`config.mk`:
```
export PLATFORM = sky130hd
export DESIGN_NAME = arpeggio_impulse_pattern_generator_top
export DESIGN_NICKNAME = d
export VERILOG_FILES = /design/src/hdl/aipg_pkg.sv /design/src/hdl/arpeggio_impulse_pattern_generator_top.sv
export SDC_FILE = /design/constraint.sdc
export NUM_CORES = 1
export LEC_CHECK = 0
export BUFFER_PORTS_ARGS = -buffer_cell sky130_fd_sc_hd__buf_2
export CORE_MARGIN = 8
export CORE_UTILIZATION = 64
export CTS_CLUSTER_DIAMETER = 100
export CTS_CLUSTER_SIZE = 40
export DETAILED_ROUTE_END_ITERATION = 6
export PLACE_DENSITY = 0.82
export SYNTH_ARGS = -nofsm -noshare
export SYNTH_HDL_FRONTEND = slang
export SYNTH_SLANG_ARGS = --single-unit
```
`constraint.sdc`:
```
create_clock -name clk -period 6.7 [get_ports clk]
set_input_delay 0.335 -clock clk [delete_from_list [all_inputs] [get_ports clk]]
set_output_delay 0.335 -clock clk [all_outputs]
set_load 0.05 [all_outputs]
```
`src/hdl/aipg_pkg.sv`:
```
// Package for the arpeggio / impulse pattern generator.
// Holds the register map, field widths and the chord note table.
// No dependencies.
`timescale 1ns / 1ps

package aipg_pkg;

	localparam int TABLE_NOTES = 16;
	localparam int CHORD_COUNT = 4;

	// Register indexes on the configuration port.
	localparam logic [2:0] REG_MODE          = 3'd0;
	localparam logic [2:0] REG_HIT_COUNT     = 3'd1;
	localparam logic [2:0] REG_BAR_COUNT     = 3'd2;
	localparam logic [2:0] REG_BUFFER_LENGTH = 3'd3;
	localparam logic [2:0] REG_NOTE_LENGTH   = 3'd4;
	localparam logic [2:0] REG_GATE_LENGTH   = 3'd5;

	localparam logic [6:0]  BAR_COUNT_RESET   = 7'd8;
	localparam logic [23:0] NOTE_LENGTH_RESET = 24'd11250;
	localparam logic [23:0] GATE_LENGTH_RESET = 24'd7875;

	localparam logic [1:0] LAST_CHORD = 2'(CHORD_COUNT - 1);

	typedef logic [17:0] freq_t;

	// Chord table: A minor, G, F and E major, sixteen notes each, in 0.01 Hz.
	function automatic freq_t note_freq(input logic [5:0] idx);
		freq_t f;
		case (idx)
			6'd0:  f = 18'd5500;   6'd1:  f = 18'd6541;   6'd2:  f = 18'd8241;
			6'd3:  f = 18'd11000;  6'd4:  f = 18'd13081;  6'd5:  f = 18'd16481;
			6'd6:  f = 18'd22000;  6'd7:  f = 18'd26163;  6'd8:  f = 18'd32963;
			6'd9:  f = 18'd44000;  6'd10: f = 18'd52325;  6'd11: f = 18'd65925;
			6'd12: f = 18'd88000;  6'd13: f = 18'd104650; 6'd14: f = 18'd131851;
			6'd15: f = 18'd176000;
			6'd16: f = 18'd4900;   6'd17: f = 18'd6174;   6'd18: f = 18'd7342;
			6'd19: f = 18'd9800;   6'd20: f = 18'd12347;  6'd21: f = 18'd14683;
			6'd22: f = 18'd19600;  6'd23: f = 18'd24694;  6'd24: f = 18'd29366;
			6'd25: f = 18'd39200;  6'd26: f = 18'd49388;  6'd27: f = 18'd58733;
			6'd28: f = 18'd78399;  6'd29: f = 18'd98777;  6'd30: f = 18'd117466;
			6'd31: f = 18'd156798;
			6'd32: f = 18'd4365;   6'd33: f = 18'd5500;   6'd34: f = 18'd6541;
			6'd35: f = 18'd8731;   6'd36: f = 18'd11000;  6'd37: f = 18'd13081;
			6'd38: f = 18'd17461;  6'd39: f = 18'd22000;  6'd40: f = 18'd26163;
			6'd41: f = 18'd34923;  6'd42: f = 18'd44000;  6'd43: f = 18'd52325;
			6'd44: f = 18'd69846;  6'd45: f = 18'd88000;  6'd46: f = 18'd104650;
			6'd47: f = 18'd139691;
			6'd48: f = 18'd4120;   6'd49: f = 18'd5191;   6'd50: f = 18'd6174;
			6'd51: f = 18'd8241;   6'd52: f = 18'd10383;  6'd53: f = 18'd12347;
			6'd54: f = 18'd16481;  6'd55: f = 18'd20765;  6'd56: f = 18'd24694;
			6'd57: f = 18'd32963;  6'd58: f = 18'd41530;  6'd59: f = 18'd49388;
			6'd60: f = 18'd65925;  6'd61: f = 18'd83061;  6'd62: f = 18'd98777;
			6'd63: f = 18'd131851;
			default: f = '0;
		endcase
		return f;
	endfunction

endpackage

```
`src/hdl/arpeggio_impulse_pattern_generator_top.sv`:
```
// Arpeggio / impulse pattern generator, one audio sample per beat.
// A result beat appears in the cycle after its input beat is accepted.
// Throughput: one beat per cycle unless m_tready stalls the result. A write to
// hit_count or buffer_length starts a remainder sweep (one bit per cycle) that
// holds s_tready low. Reset (arst_n low, asynchronous) clears all counters and
// loads register defaults. Depends on aipg_pkg.
`timescale 1ns / 1ps

module arpeggio_impulse_pattern_generator_top (
	input  logic        clk,
	input  logic        arst_n,
	input  logic        s_tvalid,
	output logic        s_tready,
	input  logic [7:0]  s_tdata,   // [0] start_req
	output logic        m_tvalid,
	input  logic        m_tready,
	output logic [23:0] m_tdata,   // [0] gate, [18:1] freq_centihz
	input  logic        psel,
	input  logic        penable,
	input  logic        pwrite,
	input  logic [4:0]  paddr,
	input  logic [31:0] pwdata,
	output logic [31:0] prdata,
	output logic        pready
);
	import aipg_pkg::*;

	// Configuration registers.
	logic        mode_q;
	logic [15:0] hit_count_q;
	logic [6:0]  bar_count_q;
	logic [23:0] buffer_length_q;
	logic [23:0] note_length_q;
	logic [23:0] gate_length_q;

	// Sample counters.
	logic [23:0] sample_index_q;
	logic [23:0] note_position_q;
	logic [9:0]  note_number_q;
	logic [1:0]  chord_index_q;
	logic [8:0]  note_in_chord_q;
	logic [39:0] hit_acc_q;

	// hit_rem_q is hit_acc mod buffer_length; hit_step_q is hit_count mod buffer_length.
	logic [23:0] hit_rem_q;
	logic [23:0] hit_step_q;

	// Remainder sweep.
	logic        div_busy_q;
	logic [5:0]  div_cnt_q;
	logic [39:0] div_a_q;
	logic [15:0] div_h_q;

	logic        m_tvalid_q;
	logic        gate_q;
	freq_t       freq_q;

	logic        cfg_wr;
	logic [2:0]  cfg_idx;
	logic        in_acc;

	assign pready  = 1'b1;
	assign cfg_wr  = psel && penable && pwrite && pready;
	assign cfg_idx = paddr[4:2];

	always_comb begin
		case (cfg_idx)
			REG_MODE:          prdata = {31'd0, mode_q};
			REG_HIT_COUNT:     prdata = {16'd0, hit_count_q};
			REG_BAR_COUNT:     prdata = {25'd0, bar_count_q};
			REG_BUFFER_LENGTH: prdata = {8'd0, buffer_length_q};
			REG_NOTE_LENGTH:   prdata = {8'd0, note_length_q};
			REG_GATE_LENGTH:   prdata = {8'd0, gate_length_q};
			default:           prdata = '0;
		endcase
	end

	always_ff @(posedge clk or negedge arst_n) begin
		if (!arst_n) begin
			mode_q          <= 1'b0;
			hit_count_q     <= '0;
			bar_count_q     <= BAR_COUNT_RESET;
			buffer_length_q <= '0;
			note_length_q   <= NOTE_LENGTH_RESET;
			gate_length_q   <= GATE_LENGTH_RESET;
		end else if (cfg_wr) begin
			case (cfg_idx)
				REG_MODE:          mode_q          <= pwdata[0];
				REG_HIT_COUNT:     hit_count_q     <= pwdata[15:0];
				REG_BAR_COUNT:     bar_count_q     <= pwdata[6:0];
				REG_BUFFER_LENGTH: buffer_length_q <= pwdata[23:0];
				REG_NOTE_LENGTH:   note_length_q   <= pwdata[23:0];
				REG_GATE_LENGTH:   gate_length_q   <= pwdata[23:0];
				default: ;
			endcase
		end
	end

	// One restoring step of a remainder: shift in a dividend bit, subtract once.
	function automatic logic [23:0] rem_step(input logic [23:0] rem, input logic b,
			input logic [23:0] len);
		logic [24:0] t;
		t = {rem, b};
		if (t >= {1'b0, len})
			t = t - {1'b0, len};
		return t[23:0];
	endfunction

	// Per-sample datapath, from the current state and the incoming beat.
	logic        start;
	logic [23:0] cur_si, cur_np;
	logic [9:0]  cur_nn;
	logic [1:0]  cur_ci;
	logic [8:0]  cur_nic;
	logic [39:0] cur_acc;
	logic [23:0] cur_rem;
	logic [6:0]  bars;
	logic [9:0]  note_total;
	logic [7:0]  per_chord;
	logic        in_buf;
	logic        gate_d;
	freq_t       freq_d;
	logic [24:0] np_inc;
	logic [9:0]  nic_inc;
	logic [24:0] rem_sum;
	logic [24:0] hit_end;

	assign start   = s_tdata[0];
	assign cur_si  = start ? '0 : sample_index_q;
	assign cur_np  = start ? '0 : note_position_q;
	assign cur_nn  = start ? '0 : note_number_q;
	assign cur_ci  = start ? '0 : chord_index_q;
	assign cur_nic = start ? '0 : note_in_chord_q;
	assign cur_acc = start ? '0 : hit_acc_q;
	assign cur_rem = start ? '0 : hit_rem_q;

	assign bars        = (bar_count_q != '0) ? bar_count_q : BAR_COUNT_RESET;
	assign note_total  = {bars, 3'b000};
	assign per_chord   = {bars, 1'b0};
	assign in_buf      = cur_si < buffer_length_q;
	assign np_inc      = {1'b0, cur_np} + 25'd1;
	assign nic_inc     = {1'b0, cur_nic} + 10'd1;
	assign rem_sum     = {1'b0, cur_rem} + {1'b0, hit_step_q};
	assign hit_end     = {1'b0, cur_rem} + {9'd0, hit_count_q};

	always_comb begin
		gate_d = 1'b0;
		freq_d = '0;
		if (in_buf) begin
			if (mode_q) begin
				// A multiple of the buffer length falls in [acc, acc + hits - 1].
				if (hit_count_q != '0 &&
						(cur_rem == '0 || {8'd0, hit_count_q} >= buffer_length_q ||
						hit_end > {1'b0, buffer_length_q}))
					gate_d = 1'b1;
			end else if (note_length_q != '0 && cur_nn < note_total) begin
				freq_d = note_freq({cur_ci, cur_nic[3:0]});
				gate_d = cur_np < gate_length_q;
			end
		end
	end

	assign s_tready = !div_busy_q && (!m_tvalid_q || m_tready);
	assign in_acc   = s_tvalid && s_tready;

	always_ff @(posedge clk or negedge arst_n) begin
		if (!arst_n) begin
			sample_index_q  <= '0;
			note_position_q <= '0;
			note_number_q   <= '0;
			chord_index_q   <= '0;
			note_in_chord_q <= '0;
			hit_acc_q       <= '0;
			hit_rem_q       <= '0;
			hit_step_q      <= '0;
			div_busy_q      <= 1'b0;
			div_cnt_q       <= '0;
		end else if (cfg_wr && (cfg_idx inside {REG_HIT_COUNT, REG_BUFFER_LENGTH})) begin
			// Both remainders go stale; rebuild them from the accumulator and hit_count.
			div_busy_q <= 1'b1;
			div_cnt_q  <= 6'd39;
			hit_rem_q  <= '0;
			hit_step_q <= '0;
		end else if (div_busy_q) begin
			hit_rem_q <= rem_step(hit_rem_q, div_a_q[39], buffer_length_q);
			if (div_cnt_q < 6'd16)
				hit_step_q <= rem_step(hit_step_q, div_h_q[15], buffer_length_q);
			if (div_cnt_q == '0)
				div_busy_q <= 1'b0;
			else
				div_cnt_q <= div_cnt_q - 6'd1;
		end else if (in_acc) begin
			sample_index_q  <= cur_si;
			note_position_q <= cur_np;
			note_number_q   <= cur_nn;
			chord_index_q   <= cur_ci;
			note_in_chord_q <= cur_nic;
			hit_acc_q       <= cur_acc;
			hit_rem_q       <= cur_rem;
			if (in_buf) begin
				sample_index_q <= cur_si + 24'd1;
				hit_acc_q      <= cur_acc + {24'd0, hit_count_q};
				hit_rem_q      <= (rem_sum >= {1'b0, buffer_length_q}) ?
					24'(rem_sum - {1'b0, buffer_length_q}) : rem_sum[23:0];
				if (np_inc >= {1'b0, note_length_q}) begin
					note_position_q <= '0;
					if (cur_nn < note_total) begin
						note_number_q <= cur_nn + 10'd1;
						if (nic_inc >= {2'd0, per_chord} && cur_ci < LAST_CHORD) begin
							chord_index_q   <= cur_ci + 2'd1;
							note_in_chord_q <= '0;
						end else begin
							note_in_chord_q <= nic_inc[8:0];
						end
					end
				end else begin
					note_position_q <= np_inc[23:0];
				end
			end
		end
	end

	// Dividend shifters for the sweep; no reset needed.
	always_ff @(posedge clk) begin
		if (cfg_wr && (cfg_idx inside {REG_HIT_COUNT, REG_BUFFER_LENGTH})) begin
			div_a_q <= hit_acc_q;
			div_h_q <= (cfg_idx == REG_HIT_COUNT) ? pwdata[15:0] : hit_count_q;
		end else if (div_busy_q) begin
			div_a_q <= {div_a_q[38:0], 1'b0};
			if (div_cnt_q < 6'd16)
				div_h_q <= {div_h_q[14:0], 1'b0};
		end
	end

	// Result register.
	always_ff @(posedge clk or negedge arst_n) begin
		if (!arst_n)
			m_tvalid_q <= 1'b0;
		else if (in_acc)
			m_tvalid_q <= 1'b1;
		else if (m_tready)
			m_tvalid_q <= 1'b0;
	end

	always_ff @(posedge clk) begin
		if (in_acc) begin
			gate_q <= gate_d;
			freq_q <= freq_d;
		end
	end

	assign m_tvalid = m_tvalid_q;
	assign m_tdata  = {5'd0, freq_q, gate_q};

endmodule

```
==> results.md <==
- CTS tree: built
- Post-synthesis sequential area ratio: 31.6%
- Period Utilization, post-route: 94.7%
- Endpoints failing hold: 0
- CORE AREA: 0.0431 mm2
- # IOs: 111
- CTS Sinks: 336
- RSZ-0062 raised after global routing: no
- Combinational share of power: 61.8%
- Rows: 76
- Synthesized netlist cell count: 3372
- Vias in the first global route: 25136
- Clk pin slew, worst setup/hold paths: 150 ps
- Slew headroom: 12.7%
- Clk_lat worst skew: 590 ps
- Routed vias: 26063
- Minimum clock period: 6340 ps
- WL/cell: 22.5 um
- Psw: 5.76 mW
- Sw frac: 48.3%
- Post-synth ARST share: 77.7%
- DRT Wirelength: 88500 um
- Worst VDD drop: 0.589 mV
- Max-cap viol count: 0
- Remaining global-route overflow: 0
- Pwr Total: 11.9 mW
- Number of enable flip-flop cells after synthesis: 75
- Vias per cell: 6.61
- HP Start: pwdata[13]
- Crit Path Max Fanout: 23
- Cell area after synthesis: 0.0279 mm2
- Netlist cell types: 100
- Post-synthesis register bit count: 336
- Post-DP HPWL: 64800 um
- Status: finished clean
- CTS Buf Count: 16
- Mean post-synth cell area: 8.27 um2
- Internal Power: 6.16 mW
- Data arrival time of the worst path: 6770 ps
- Final-stage net count: 3659
- Routability cong.: 0.992
- Setup slack after layout: 358 ps
- DRT iter0 DRCs: 2927
- Setup crit end kind: register
- First-pass GRT wire length: 139000 um
- Startpoint Class: register
- Setup Viol. Count Final: 0
- Finished Layout Cells: 3941
- Post-route cell area: 0.0293 mm2
- Die height: 225 um
- Post-DP Area: 0.0287 mm2
- Syn. warnings: 0
- Highest Clock Rate: 158 MHz
- Fin Setup TNS: 0 ps
- First-pass DRT Iterations: 6
- Number of antenna violations at the first check in global routing: 1
- Longest Clk Path Bufs: 3
- Top_reg_cell synth: dfrtp_1
- H-tree levels: 1
- Critical Path Start: hit_rem_q[0]
- Pre-CTS setup slack: 296 ps
- Slew Limit Fails: 0
- Layout cell share with drive strength beyond 1: 7.90%
- Pleak: 13.2 nW
- PortBufs: 79
- Layout area overhead: 5.11%
- Worst-path cell chain: nor2b_1 > ha_1 > maj3_2 > nand2_1 > a31oi_1 > o21ai_1 > a22oi_1 > a211o_1 > o2111ai_1 > nand2_1 > or4b_1 > nand3_1 > ha_1 > and3_1 > nand4_1 > nor4_1 > a2111oi_0 > o311ai_2 > nand2b_1 > buf_4 > mux2i_1 > a211oi_1 > a211oi_1 > a211oi_1
- Initial Utilization: 64.7%
- Seq pwr share: 27.2%
- Die area: 0.0505 mm2
- Total Routing Usage GR: 34.2%
- Clock root buffer: clkbuf_16
- WP data required: 7130 ps
- DRC: 0
- Largest net degree at the start of global routing: 112
- Worst slew pin tran: 1300 ps
- Clock power share: 11.0%
- Worst r2r src: hit_rem_q[0]
- Kind of critical path: register to register
- Routed Antenna Nets: 0
- Dpl cells: 3907
- PwrDens: 407 mW/mm2
- Min-Delay Path Class: primary input to register
- CP max-delay cell: a2111oi_0
- Cell repeated most along the worst path: a211oi_1
- CP max stage delay: 670 ps
- Clock Skews: 60.7 ps
- Die Wd: 225 um
-- path summary, 6_finish.rpt --
| path | end | slack [ps] | depth (start not counted) |
|---|---|---|---|
| max | hit_rem_q[6] | 360 | 24 |
| min | note_length_q[13] | 10 | 3 |
| max reg2reg | hit_rem_q[6] | 360 | 24 |
| min reg2reg | m_tvalid | 500 | 1 |
| max in group asynchronous | hit_step_q[11] | 4670 | 3 |
| min in group asynchronous | hit_acc_q[21] | 390 | 2 |
-- Yosys cell counts, types with 9 or more instances --
cell type / n / share of area, %
and2_1: 11 / 0.25
edfxtp_1: 75 / 8.1
buf_1: 15 / 0.20
a22o_1: 23 / 0.72
and3_1: 15 / 0.34
or2_2: 9 / 0.20
o21ai_1: 27 / 0.48
a31oi_1: 32 / 0.72
nor2_1: 202 / 2.7
o31ai_1: 16 / 0.43
mux2i_1: 69 / 2.5
xor2_1: 81 / 2.5
o221ai_1: 9 / 0.28
nand4_1: 44 / 0.99
o311ai_0: 9 / 0.28
ha_1: 258 / 12
nand2_1: 534 / 7.2
nor2b_1: 122 / 2.7
buf_4: 16 / 0.43
o21ai_0: 274 / 4.9
o21a_1: 28 / 0.75
or3_1: 13 / 0.29
inv_1: 155 / 2.1
a21o_1: 81 / 2.2
a22oi_1: 19 / 0.51
o21bai_1: 13 / 0.35
buf_2: 10 / 0.18
a21boi_0: 10 / 0.27
nor3_1: 55 / 0.99
and4_1: 9 / 0.28
o211ai_1: 32 / 0.86
nor3b_1: 9 / 0.24
mux2_2: 47 / 1.9
nand2b_1: 37 / 0.83
a221oi_1: 14 / 0.44
nor4_1: 28 / 0.63
a21oi_1: 198 / 3.6
a211oi_1: 35 / 0.94
clkbuf_1: 141 / 1.9
nand3_1: 81 / 1.5
dfrtp_1: 243 / 22
xnor2_1: 115 / 3.6
dfstp_2: 18 / 1.7
o22ai_1: 21 / 0.47
-- metal layers --
metal  GRT usage (%)  vias to the layer above  part of all wire (%)
met5               0                        -                     0
met3            5.90                      276                   8.8
met1            45.0                    12582                    41
li1                -                    11897                     -
met2            54.5                     1308                    45
met4            16.5                        0                   5.0
-- flip-flops by register name (all words and copies together), names as in the netlist, 6 cells and up --
| signal | count |
|---|---|
| freq_q | 18 |
| hit_count_q | 16 |
| note_position_q | 24 |
| note_length_q | 24 |
| buffer_length_q | 24 |
| div_cnt_q | 6 |
| hit_rem_q | 24 |
| sample_index_q | 24 |
| hit_step_q | 24 |
| gate_length_q | 24 |
| div_a_q | 40 |
| note_number_q | 10 |
| hit_acc_q | 40 |
| div_h_q | 16 |
| note_in_chord_q | 9 |
| bar_count_q | 7 |
-- logic make-up (layout without fill, tap and decap cells) --
| kind of cell | after synthesis | count (layout) | share of synthesized area [%] |
|---|---|---|---|
| simple gates | 1194 | 1194 | 20.0 |
| flops | 336 | 336 | 31.6 |
| buf+inv | 344 | 315 | 4.95 |
| other cells | 2 | 15 | 0.0269 |
| compound gates | 915 | 915 | 20.7 |
| mux | 119 | 119 | 4.58 |
| fa+ha+maj | 266 | 266 | 12.0 |
| xor+xnor | 196 | 196 | 6.16 |
-- cells in the final DEF, fill, tap and decap left out, drive strengths merged, types with 81 or more instances in the layout --
| cell | n |
|---|---|
| ha | 258 |
| inv | 163 |
| nand3 | 82 |
| a21oi | 199 |
| buf | 124 |
| a21o | 81 |
| xnor2 | 115 |
| o21ai | 302 |
| nand2 | 534 |
| dfrtp | 243 |
| nor2b | 123 |
| xor2 | 81 |
| nor2 | 202 |
-- layout make-up --
type	count	area, um2
fill	3608	13800
clock buffer	19	433
tap	585	732
timing repair buffer	127	792
sequential	336	8810
antenna	1	2.50
clock inverter	9	138
inverter	160	604
multi-input combinational	2704	17800
-- worst max-delay path: cells and delay by family, from the launching register on --
family	cells	cell delay, ps
flip-flops	1	480
AO/OA/AOI/OAI	10	2610
AND/OR/NAND/NOR	9	1830
multiplexers	1	160
buffers and inverters	1	240
adder cells (fa/ha/maj)	3	910
-- timing repair --
item | in CTS | in global routing
hold buffers | 3 | 0
endpoints found under the setup margin | 0 | 3
resized for setup | 0 | 2
setup buffers | 0 | 2
hold endpoints to repair | 108 | 0
-- per-stage QoR --
| stage | util [%] | hold slack [ps] |
|---|---|---|
| floorplan | - | 39.4 |
| global placement | 66.5 | 477 |
| detailed placement | 66.5 | 486 |
| CTS | 67.9 | 1.21 |
| global route | 68.0 | 11.7 |
| finish | 68.0 | 14.7 |
-- power by group through the flow --
stage	combinational (mW)	clock [mW]	sequential, mW
global placement	6.86	0	3.24
global route	8.05	1.38	3.29
detailed placement	7.06	0	3.26
finish	7.36	1.31	3.24
floorplan	5.49	0	3.03
CTS	7.12	1.33	3.22
Power figures use the tool's default switching activity.
